<file path="src/rtl/osc_pkg.sv">
// Shared types, constants and helper functions for the overlay scaler setup calculator.
`timescale 1ns / 1ps
`default_nettype none

package osc_pkg;

  // Shared divider: 32-bit dividend, 13-bit divisor, two quotient bits per cycle.
  localparam int DIV_W      = 32;
  localparam int DEN_W      = 13;
  localparam int DIV_STEPS  = DIV_W / 2;
  localparam int DIV_CNT_W  = $clog2(DIV_STEPS);

  // Horizontal increment before and after normalization.
  localparam int H_W        = 23;
  localparam int H_NORM_W   = 13;
  localparam int STEP_W     = 4;

  typedef enum logic [1:0] {
    ST_OK         = 2'd0,
    ST_BAD_FORMAT = 2'd1,
    ST_BAD_RECT   = 2'd2
  } osc_status_t;

  localparam logic [1:0] SRC_YUV422 = 2'd0;
  localparam logic [1:0] SRC_RGB565 = 2'd1;

  localparam logic [1:0] SCR_RGB555 = 2'd0;
  localparam logic [1:0] SCR_RGB565 = 2'd1;
  localparam logic [1:0] SCR_PAL8   = 2'd2;
  localparam logic [1:0] SCR_OTHER  = 2'd3;

  localparam logic [17:0] ACC_BASE        = 18'h28000;
  localparam logic [31:0] ACC_MID_MASK    = 32'h000f8000;
  localparam logic [31:0] ACC_HI_MASK_P1  = 32'hf0000000;
  localparam logic [31:0] ACC_HI_MASK_P23 = 32'h70000000;
  localparam logic [31:0] SCALE_CTL_YUV   = 32'h41ff0b03;
  localparam logic [31:0] SCALE_CTL_RGB   = 32'h41ff040f;
  localparam logic [23:0] KEY_MASK_555    = 24'h007fff;
  localparam logic [23:0] KEY_MASK_565    = 24'h00ffff;
  localparam logic [23:0] KEY_MASK_PAL8   = 24'h0000ff;
  localparam logic [23:0] KEY_MASK_FULL   = 24'hffffff;
  localparam logic [6:0]  KEY_CTL_ON      = 7'h50;
  localparam logic [6:0]  KEY_CTL_OFF     = 7'h01;

  // Commands from the controller to the datapath.
  typedef struct packed {
    logic load;
    logic div_h;
    logic div_v;
    logic h_capture;
    logic v_capture;
    logic norm;
    logic emit;
  } osc_cmd_t;

  // Status from the datapath to the controller.
  typedef struct packed {
    logic err;
    logic div_done;
    logic h_norm;
  } osc_stat_t;

  // Accumulator initial word: bits 15..11 of t land at 19..15, the high mask picks from t << 12.
  function automatic logic [31:0] accum_word(input logic [17:0] t, input logic [31:0] hi_mask);
    logic [31:0] t32;
    t32 = {14'd0, t};
    return ((t32 << 4) & ACC_MID_MASK) | ((t32 << 12) & hi_mask);
  endfunction

endpackage

`default_nettype wire

</file>
<file path="src/rtl/osc_div.sv">
// Radix-4 restoring divider shared by the horizontal and vertical increments.
`timescale 1ns / 1ps
`default_nettype none

module osc_div (
  input  logic                        clk,
  input  logic                        rst,
  input  logic                        start,
  input  logic [osc_pkg::DIV_W-1:0]   dividend,
  input  logic [osc_pkg::DEN_W-1:0]   divisor,
  output logic                        done,
  output logic [osc_pkg::DIV_W-1:0]   quotient
);

  logic [osc_pkg::DIV_W-1:0]     quo;
  logic [osc_pkg::DEN_W-1:0]     rem;
  logic [osc_pkg::DEN_W-1:0]     den;
  logic [osc_pkg::DIV_CNT_W-1:0] cnt;
  logic                          running;

  logic [osc_pkg::DEN_W:0]       r1;
  logic [osc_pkg::DEN_W:0]       r2;
  logic [osc_pkg::DEN_W:0]       s1;
  logic [osc_pkg::DEN_W:0]       s2;
  logic                          ge1;
  logic                          ge2;
  logic [osc_pkg::DIV_W-1:0]     quo_next;
  logic [osc_pkg::DEN_W-1:0]     rem_next;

  // Two dependent compare-subtract steps per cycle; the remainder stays below the divisor.
  always_comb begin
    r1       = {rem, quo[osc_pkg::DIV_W-1]};
    ge1      = (r1 >= {1'b0, den});
    s1       = ge1 ? (r1 - {1'b0, den}) : r1;
    r2       = {s1[osc_pkg::DEN_W-1:0], quo[osc_pkg::DIV_W-2]};
    ge2      = (r2 >= {1'b0, den});
    s2       = ge2 ? (r2 - {1'b0, den}) : r2;
    rem_next = s2[osc_pkg::DEN_W-1:0];
    quo_next = {quo[osc_pkg::DIV_W-3:0], ge1, ge2};
  end

  always_ff @(posedge clk) begin
    if (rst) begin
      running <= 1'b0;
      done    <= 1'b0;
      cnt     <= '0;
    end else begin
      done <= 1'b0;
      if (start) begin
        running <= 1'b1;
        cnt     <= '0;
      end else if (running) begin
        cnt <= cnt + 1'b1;
        if (cnt == osc_pkg::DIV_CNT_W'(osc_pkg::DIV_STEPS - 1)) begin
          running <= 1'b0;
          done    <= 1'b1;
        end
      end
    end
  end

  always_ff @(posedge clk) begin
    if (start) begin
      quo <= dividend;
      rem <= '0;
      den <= divisor;
    end else if (running) begin
      quo <= quo_next;
      rem <= rem_next;
    end
  end

  assign quotient = quo;

endmodule

`default_nettype wire

</file>
<file path="src/rtl/osc_dp.sv">
// Datapath: request registers, divisions, normalization, key packing and result registers.
`timescale 1ns / 1ps
`default_nettype none

module osc_dp (
  input  logic                clk,
  input  logic                rst,
  input  logic                cfg_wr_en,
  input  logic                cfg_wr_data,
  input  logic [11:0]         src_width,
  input  logic [11:0]         src_height,
  input  logic [11:0]         dst_left,
  input  logic [11:0]         dst_top,
  input  logic [11:0]         dst_right,
  input  logic [11:0]         dst_bottom,
  input  logic [23:0]         key_color,
  input  logic [1:0]          src_format,
  input  logic [1:0]          screen_format,
  input  osc_pkg::osc_cmd_t   cmd,
  output osc_pkg::osc_stat_t  stat,
  output logic [1:0]          status,
  output logic [28:0]         h_inc_word,
  output logic [15:0]         step_word,
  output logic [29:0]         v_inc_word,
  output logic [27:0]         start_word,
  output logic [27:0]         end_word,
  output logic [23:0]         key_value,
  output logic [23:0]         key_mask_word,
  output logic [6:0]          key_control,
  output logic [31:0]         accum_init_p1,
  output logic [31:0]         accum_init_p23,
  output logic [31:0]         scale_control
);

  logic                          colorkey_disable;

  logic [11:0]                   sw;
  logic [11:0]                   sh;
  logic [11:0]                   left;
  logic [11:0]                   top;
  logic [11:0]                   right;
  logic [11:0]                   bottom;
  logic [23:0]                   key;
  logic [1:0]                    sfmt;
  logic [1:0]                    scr;
  osc_pkg::osc_status_t          code;
  osc_pkg::osc_status_t          code_next;

  logic [osc_pkg::H_W-1:0]       h;
  logic [osc_pkg::STEP_W-1:0]    step;
  logic [29:0]                   vinc;

  logic [11:0]                   h_span;
  logic [11:0]                   v_span;
  logic                          div_start;
  logic [osc_pkg::DIV_W-1:0]     div_dividend;
  logic [osc_pkg::DEN_W-1:0]     div_divisor;
  logic                          div_done;
  logic [osc_pkg::DIV_W-1:0]     div_quotient;

  logic [osc_pkg::H_NORM_W-1:0]  hn;
  logic [17:0]                   t_p1;
  logic [17:0]                   t_p23;
  logic [31:0]                   p1;
  logic [23:0]                   kval;
  logic [23:0]                   kmask;

  always_ff @(posedge clk) begin
    if (rst) begin
      colorkey_disable <= 1'b0;
    end else if (cfg_wr_en) begin
      colorkey_disable <= cfg_wr_data;
    end
  end

  // Format check wins over the rectangle check.
  always_comb begin
    if (src_format != osc_pkg::SRC_YUV422 && src_format != osc_pkg::SRC_RGB565) begin
      code_next = osc_pkg::ST_BAD_FORMAT;
    end else if (dst_right < dst_left || dst_bottom < dst_top) begin
      code_next = osc_pkg::ST_BAD_RECT;
    end else begin
      code_next = osc_pkg::ST_OK;
    end
  end

  always_ff @(posedge clk) begin
    if (cmd.load) begin
      sw     <= src_width;
      sh     <= src_height;
      left   <= dst_left;
      top    <= dst_top;
      right  <= dst_right;
      bottom <= dst_bottom;
      key    <= key_color;
      sfmt   <= src_format;
      scr    <= screen_format;
      code   <= code_next;
    end
  end

  // Bit 0 of the source width and of the horizontal span is dropped (forced to zero).
  assign h_span    = right - left;
  assign v_span    = bottom - top;
  assign div_start = cmd.div_h | cmd.div_v;

  always_comb begin
    if (cmd.div_v) begin
      div_dividend = {sh, 20'd0};
      div_divisor  = {1'b0, v_span} + 13'd4;
    end else begin
      div_dividend = {8'd0, sw[11:1], 1'b0, 12'd0};
      div_divisor  = {1'b0, h_span[11:1], 1'b0} + 13'd4;
    end
  end

  osc_div u_div (
    .clk      (clk),
    .rst      (rst),
    .start    (div_start),
    .dividend (div_dividend),
    .divisor  (div_divisor),
    .done     (div_done),
    .quotient (div_quotient)
  );

  // While norm is set, halve h until it fits in H_NORM_W bits, one halving per cycle.
  always_ff @(posedge clk) begin
    if (cmd.h_capture) begin
      h    <= div_quotient[osc_pkg::H_W-1:0];
      step <= osc_pkg::STEP_W'(1);
    end else if (cmd.norm && !stat.h_norm) begin
      h    <= h >> 1;
      step <= step + 1'b1;
    end
    if (cmd.v_capture) begin
      vinc <= div_quotient[29:0];
    end
  end

  assign stat.err      = (code != osc_pkg::ST_OK);
  assign stat.div_done = div_done;
  assign stat.h_norm   = (h[osc_pkg::H_W-1:osc_pkg::H_NORM_W] == '0);

  assign hn    = h[osc_pkg::H_NORM_W-1:0];
  assign t_p1  = osc_pkg::ACC_BASE + {2'd0, hn, 3'd0};
  assign t_p23 = osc_pkg::ACC_BASE + {3'd0, hn, 2'd0};
  assign p1    = osc_pkg::accum_word(t_p1, osc_pkg::ACC_HI_MASK_P1);

  always_comb begin
    unique case (scr)
      osc_pkg::SCR_RGB555: begin
        kval  = {9'd0, key[23:19], key[15:11], key[7:3]};
        kmask = osc_pkg::KEY_MASK_555;
      end
      osc_pkg::SCR_RGB565: begin
        kval  = {8'd0, key[23:19], key[15:10], key[7:3]};
        kmask = osc_pkg::KEY_MASK_565;
      end
      osc_pkg::SCR_PAL8: begin
        kval  = key;
        kmask = osc_pkg::KEY_MASK_PAL8;
      end
      default: begin
        kval  = key;
        kmask = osc_pkg::KEY_MASK_FULL;
      end
    endcase
  end

  // A rejected request returns its status code with every other field zero.
  always_ff @(posedge clk) begin
    if (cmd.emit) begin
      status <= code;
      if (code != osc_pkg::ST_OK) begin
        h_inc_word     <= '0;
        step_word      <= '0;
        v_inc_word     <= '0;
        start_word     <= '0;
        end_word       <= '0;
        key_value      <= '0;
        key_mask_word  <= '0;
        key_control    <= '0;
        accum_init_p1  <= '0;
        accum_init_p23 <= '0;
        scale_control  <= '0;
      end else begin
        v_inc_word    <= vinc;
        start_word    <= {top, 4'd0, left};
        end_word      <= {bottom, 4'd0, right};
        key_value     <= kval;
        key_mask_word <= kmask;
        key_control   <= colorkey_disable ? osc_pkg::KEY_CTL_OFF : osc_pkg::KEY_CTL_ON;
        accum_init_p1 <= p1;
        if (sfmt == osc_pkg::SRC_YUV422) begin
          h_inc_word     <= {1'b0, hn[osc_pkg::H_NORM_W-1:1], 3'd0, hn};
          step_word      <= {4'd0, step, 4'd0, step};
          accum_init_p23 <= osc_pkg::accum_word(t_p23, osc_pkg::ACC_HI_MASK_P23);
          scale_control  <= osc_pkg::SCALE_CTL_YUV;
        end else begin
          h_inc_word     <= {hn, 3'd0, hn};
          step_word      <= 16'd1;
          accum_init_p23 <= p1;
          scale_control  <= osc_pkg::SCALE_CTL_RGB;
        end
      end
    end
  end

endmodule

`default_nettype wire

</file>
<file path="src/rtl/osc_ctrl.sv">
// Controller: sequences the request check, both divisions, normalization and result output.
`timescale 1ns / 1ps
`default_nettype none

module osc_ctrl (
  input  logic                clk,
  input  logic                rst,
  input  logic                start,
  input  osc_pkg::osc_stat_t  stat,
  output logic                busy,
  output logic                done,
  output osc_pkg::osc_cmd_t   cmd
);

  typedef enum logic [5:0] {
    S_IDLE  = 6'b000001,
    S_CHECK = 6'b000010,
    S_DIV_H = 6'b000100,
    S_DIV_V = 6'b001000,
    S_NORM  = 6'b010000,
    S_EMIT  = 6'b100000
  } state_t;

  state_t state;
  state_t state_next;

  assign busy = rst || (state != S_IDLE);

  always_comb begin
    state_next = state;
    cmd        = '0;
    unique case (state)
      S_IDLE: begin
        if (start && !busy) begin
          cmd.load   = 1'b1;
          state_next = S_CHECK;
        end
      end
      S_CHECK: begin
        if (stat.err) begin
          state_next = S_EMIT;
        end else begin
          cmd.div_h  = 1'b1;
          state_next = S_DIV_H;
        end
      end
      S_DIV_H: begin
        if (stat.div_done) begin
          cmd.h_capture = 1'b1;
          cmd.div_v     = 1'b1;
          state_next    = S_DIV_V;
        end
      end
      // Normalization of the horizontal increment overlaps the vertical division.
      S_DIV_V: begin
        cmd.norm = 1'b1;
        if (stat.div_done) begin
          cmd.v_capture = 1'b1;
          state_next    = S_NORM;
        end
      end
      S_NORM: begin
        cmd.norm = 1'b1;
        if (stat.h_norm) begin
          state_next = S_EMIT;
        end
      end
      S_EMIT: begin
        cmd.emit   = 1'b1;
        state_next = S_IDLE;
      end
      default: begin
        state_next = S_IDLE;
      end
    endcase
  end

  always_ff @(posedge clk) begin
    if (rst) begin
      state <= S_IDLE;
      done  <= 1'b0;
    end else begin
      state <= state_next;
      done  <= cmd.emit;
    end
  end

endmodule

`default_nettype wire

</file>
<file path="src/rtl/overlay_scaler_setup_calc.sv">
// Top level of the overlay scaler setup calculator: controller plus datapath.
// An accepted request runs two radix-4 divisions one after the other in one divider.
// A rejected request (bad format or unordered rectangle) skips both divisions and normalization.
// A new item is taken in the cycle its predecessor's result shows.
// Reset is synchronous and clears the controller and colorkey_disable; busy is high during reset.
`timescale 1ns / 1ps
`default_nettype none

module overlay_scaler_setup_calc (
  input  logic        clk,
  input  logic        rst,
  input  logic        cfg_wr_en,
  input  logic        cfg_wr_data,
  input  logic        start,
  output logic        busy,
  input  logic [11:0] src_width,
  input  logic [11:0] src_height,
  input  logic [11:0] dst_left,
  input  logic [11:0] dst_top,
  input  logic [11:0] dst_right,
  input  logic [11:0] dst_bottom,
  input  logic [23:0] key_color,
  input  logic [1:0]  src_format,
  input  logic [1:0]  screen_format,
  output logic        done,
  output logic [1:0]  status,
  output logic [28:0] h_inc_word,
  output logic [15:0] step_word,
  output logic [29:0] v_inc_word,
  output logic [27:0] start_word,
  output logic [27:0] end_word,
  output logic [23:0] key_value,
  output logic [23:0] key_mask_word,
  output logic [6:0]  key_control,
  output logic [31:0] accum_init_p1,
  output logic [31:0] accum_init_p23,
  output logic [31:0] scale_control
);

  osc_pkg::osc_cmd_t  cmd;
  osc_pkg::osc_stat_t stat;

  osc_ctrl u_ctrl (
    .clk   (clk),
    .rst   (rst),
    .start (start),
    .stat  (stat),
    .busy  (busy),
    .done  (done),
    .cmd   (cmd)
  );

  osc_dp u_dp (
    .clk            (clk),
    .rst            (rst),
    .cfg_wr_en      (cfg_wr_en),
    .cfg_wr_data    (cfg_wr_data),
    .src_width      (src_width),
    .src_height     (src_height),
    .dst_left       (dst_left),
    .dst_top        (dst_top),
    .dst_right      (dst_right),
    .dst_bottom     (dst_bottom),
    .key_color      (key_color),
    .src_format     (src_format),
    .screen_format  (screen_format),
    .cmd            (cmd),
    .stat           (stat),
    .status         (status),
    .h_inc_word     (h_inc_word),
    .step_word      (step_word),
    .v_inc_word     (v_inc_word),
    .start_word     (start_word),
    .end_word       (end_word),
    .key_value      (key_value),
    .key_mask_word  (key_mask_word),
    .key_control    (key_control),
    .accum_init_p1  (accum_init_p1),
    .accum_init_p23 (accum_init_p23),
    .scale_control  (scale_control)
  );

endmodule

`default_nettype wire

</file>
<file path="config.mk">
export PLATFORM = sky130hd
export DESIGN_NAME = overlay_scaler_setup_calc
export DESIGN_NICKNAME = d
export VERILOG_FILES = /design/src/rtl/osc_pkg.sv /design/src/rtl/osc_div.sv /design/src/rtl/osc_dp.sv /design/src/rtl/osc_ctrl.sv /design/src/rtl/overlay_scaler_setup_calc.sv
export SDC_FILE = /design/constraint.sdc
export NUM_CORES = 1
export LEC_CHECK = 0
export ABC_CLOCK_PERIOD_IN_PS = 20100
export BUFFER_PORTS_ARGS = -buffer_cell sky130_fd_sc_hd__buf_4
export CORE_ASPECT_RATIO = 1.1
export CORE_MARGIN = 5
export CORE_UTILIZATION = 55
export CTS_CLUSTER_SIZE = 28
export DETAILED_ROUTE_END_ITERATION = 12
export PLACE_DENSITY = 0.87
export RECOVER_POWER = 100
export SETUP_SLACK_MARGIN = 0.15
export SYNTH_ARGS = -nofsm -noshare
export SYNTH_HDL_FRONTEND = slang
export SYNTH_SLANG_ARGS = --single-unit
</file>
<file path="constraint.sdc">
create_clock -name clk -period 20.1 [get_ports clk]
set_clock_uncertainty 0.05 [all_clocks]
set_input_delay 3.015 -clock clk [delete_from_list [all_inputs] [get_ports clk]]
set_output_delay 3.015 -clock clk [all_outputs]
set_load 0.02 [all_outputs]
</file>
==> run_results.csv <==
group,metric,value,unit
critical_path,cp.arrival,9.40,ns
yosys,synth_ff_type,"edfxtp_1",
power,power_density,105,nW/µm²
floorplanning,die-area,36400,µm²
timing,worst_slack,11.04,ns
critical_path,crit_fanout,79,
critical_path,crit_type,"in2reg",
final_layout,post-route-util,62.6,%
final_layout,area_growth,12.6,%
placement,pre_cts_ws,13.30,ns
run,maxCapViolations,10,
timing,finalMaxSlewViolations,543,
yosys,avgSynthCellArea,12.2,µm²
floorplanning,rows,69,
yosys,ys_seq_area_share,61.0,%
routing,viasPerCell,5.39,
routing,drt_pre_antenna_iters,5,
timing,setup_violations,0,
timing,totalNegativeSetupSlack,0,ns
floorplanning,core_area,32300,µm²
yosys,async_flop_share,0,%
placement,place_area,19900,µm²
hold_path,min_path_type,"reg2reg",
timing,period_needed,9.06,ns
global_route,grt_pass1_vias,11700,
status,outcome,"finished with violations",
routing,drc,0,
final_layout,fillers,2616,
floorplanning,die_h,200,µm
timing,hold_viol,0,
timing,timing.hold.ws,0.395,ns
critical_path,endpoint_kind,"flop",
clock_network,clk_latency,0.53,ns
final_layout,drive_gt1_share,8.87,%
routing,via_count,11800,
power,vdd_drop_max,0.0775,mV
yosys,synthTopCellsByCount,"344 x edfxtp_1, 145 x nand2_1, 139 x buf_4",
yosys,synth.most_common_cell,"edfxtp_1",
clock_network,clkTransAtPathRegs,0.06,ns
critical_path,cp.required,20.44,ns
clock_network,cts_tree,"done",
yosys,synth.top_cell.area_share,57.5,%
placement,post-dp-hpwl,29.4,mm
routing,postRouteAntennaNets,0,
placement,io_buffers,302,
yosys,synth_cell_type_count,76,
timing,rsz0062_at_grt,"no",
yosys,yosys_register_bits,375,
global_route,grt-ovfl-total,0,
status,violations,"max-capacitance violations, max-slew violations",
floorplanning,start_util,55.6,%
yosys,synth_edf_count,344,
final_layout,fin_nets,1909,
clock_network,clock_path_buffers,3,
yosys,synth_area_leader_cell,"edfxtp_1",
clock_network,cts_sinks,375,
timing,finalCritPeriodShare,45.1,%
power,cellLeakagePower,7.92,nW
global_route,grt_max_degree,86,
yosys,synth_cells,1478,
final_layout,fin_area,20200,µm²
yosys,ys_top_cells_by_area,"edfxtp_1 58%, buf_4 5.8%, ha_1 5.0%, dfxtp_1 3.5%, nand2_1 3.0%",
global_route,track_usage,21.7,%
global_route,antenna_found_initial,0,
routing,wl_per_cell,19.1,µm
yosys,yosys_warnings,0,
timing,max-slew-margin-rel,-200,%
routing,initialDrtViolationCount,1001,
timing,worst_pin_slew,4.50,ns
clock_network,htree_levels,2,
floorplanning,pin_count,391,
clock_network,cts-buffers-inserted,39,
floorplanning,die_width,182,µm
timing,fmax,110,MHz
routing,wl,41.8,mm
clock_network,postCtsSetupBuffers,0,
clock_network,ctsHoldBuffers,0,
clock_network,cts_resized,0,
yosys,syn-cell-area,18000,µm²
global_route,grt_pass1_wl,62.7,mm
critical_path,startpoint_type,"primary input",
clock_network,root_buffer,"clkbuf_16",
placement,gp_congestion,0.873,
[state kept, by name, summed over array words and instances, names as in the netlist, 5 cells and up]
register             flops
u_dp.sh                 12
u_dp.right              12
u_dp.left               12
u_ctrl.state             6
u_dp.u_div.quotient     32
u_dp.u_div.rem          13
u_dp.vinc               30
u_dp.h                  23
u_dp.end_word           24
u_dp.start_word         24
u_dp.bottom             12
u_dp.step_word           5
u_dp.h_inc_word         19
u_dp.accum_init_p1       6
u_dp.v_inc_word         30
u_dp.top                12
u_dp.u_div.den          13
u_dp.sw                 11
u_dp.key                24
u_dp.key_value          24
[per-stage QoR]
step / power [mW] / std cells
2_1_floorplan: 1.33 / 1564
3_3_place_gp: 1.40 / 2113
3_5_place_dp: 1.42 / 2113
4_1_cts: 2.14 / 2184
5_1_grt: 2.22 / 2184
6_report: 2.12 / 2185
[logic make-up (layout without fill, tap and decap cells)]
group                    count (synthesis)  count (layout)  synth area share (%)
multiplexers                            54              54                  3.18
AO/OA/AOI/OAI                          199             199                  6.99
buffers and inverters                  269             463                  8.67
XOR/XNOR                                41              41                  2.00
adder cells (fa/ha/maj)                 76              76                  5.46
flip-flops                             375             375                  61.0
other                                    1              88                0.0209
AND/OR/NAND/NOR                        463             463                  12.7
[cell type report]
cell class / instances / area, µm² / area share, %
sequential: 375 / 11000 / 54.1
multi-input combinational: 920 / 5720 / 28.3
timing repair buffer: 314 / 1450 / 7.18
clock buffer: 43 / 991 / 4.90
tap: 426 / 533 / 2.64
inverter: 78 / 293 / 1.45
clock inverter: 28 / 282 / 1.39
antenna: 1 / 2.50 / 0.0124
[layout by cell type (no fill, tap or decap), drive strengths merged, types with 7 or more instances in the layout]
cell type / Yosys / layout
a21o: 13 / 13
a21oi: 74 / 74
a31oi: 11 / 11
and2: 75 / 75
and3: 29 / 29
clkbuf: 38 / 353
clkinv: 1 / 21
conb: 1 / 87
dfxtp: 31 / 31
edfxtp: 344 / 344
ha: 72 / 72
inv: 77 / 79
mux2: 19 / 19
mux2i: 35 / 35
nand2: 145 / 145
nand2b: 10 / 10
nand3: 12 / 12
nand4: 8 / 8
nor2: 108 / 108
nor2b: 15 / 15
nor3: 22 / 22
nor4: 7 / 7
o211ai: 8 / 8
o21a: 9 / 9
o21ai: 45 / 45
or3: 8 / 8
xnor2: 28 / 28
xor2: 13 / 13
[worst paths after layout]
path / from / to / slack, ns / depth (start not counted)
worst max-delay path: rst / u_ctrl.state[2]$_SDFFE_PP0P_ / 11.04 / 7
worst min-delay path: u_dp.code[1]$_SDFFCE_PP0P_ / u_dp.status[1]$_DFFE_PP_ / 0.40 / 0
worst max register to register: u_ctrl.state[2]$_SDFFE_PP0P_ / u_dp.h_inc_word[23]$_SDFFCE_PP0P_ / 12.90 / 4
worst min register to register: u_dp.code[1]$_SDFFCE_PP0P_ / u_dp.status[1]$_DFFE_PP_ / 0.40 / 0
[worst max-delay path, cell delays in order]
cell	delay (ns)
clkbuf_1	0.30
or2_2	0.43
nor2_1	1.56
clkbuf_1	3.17
o21ai_0	0.53
a21oi_1	0.32
nor2_1	0.05
[power breakdown]
part	leakage, nW	internal, mW	switching (mW)
clock network	0.626	0.423	0.299
logic	3.81	0.228	0.276
registers	3.48	0.877	0.0174
[routing by layer]
layer | global-route usage (%) | up-vias | part of all wire (%)
met4 | 5.67 | 0 | 2.1
met3 | 4.33 | 63 | 7.1
li1 | - | 5505 | -
met1 | 27.9 | 5777 | 39
met2 | 38.0 | 432 | 52
met5 | 0 | - | 0
(Power assumes the default switching activity.)
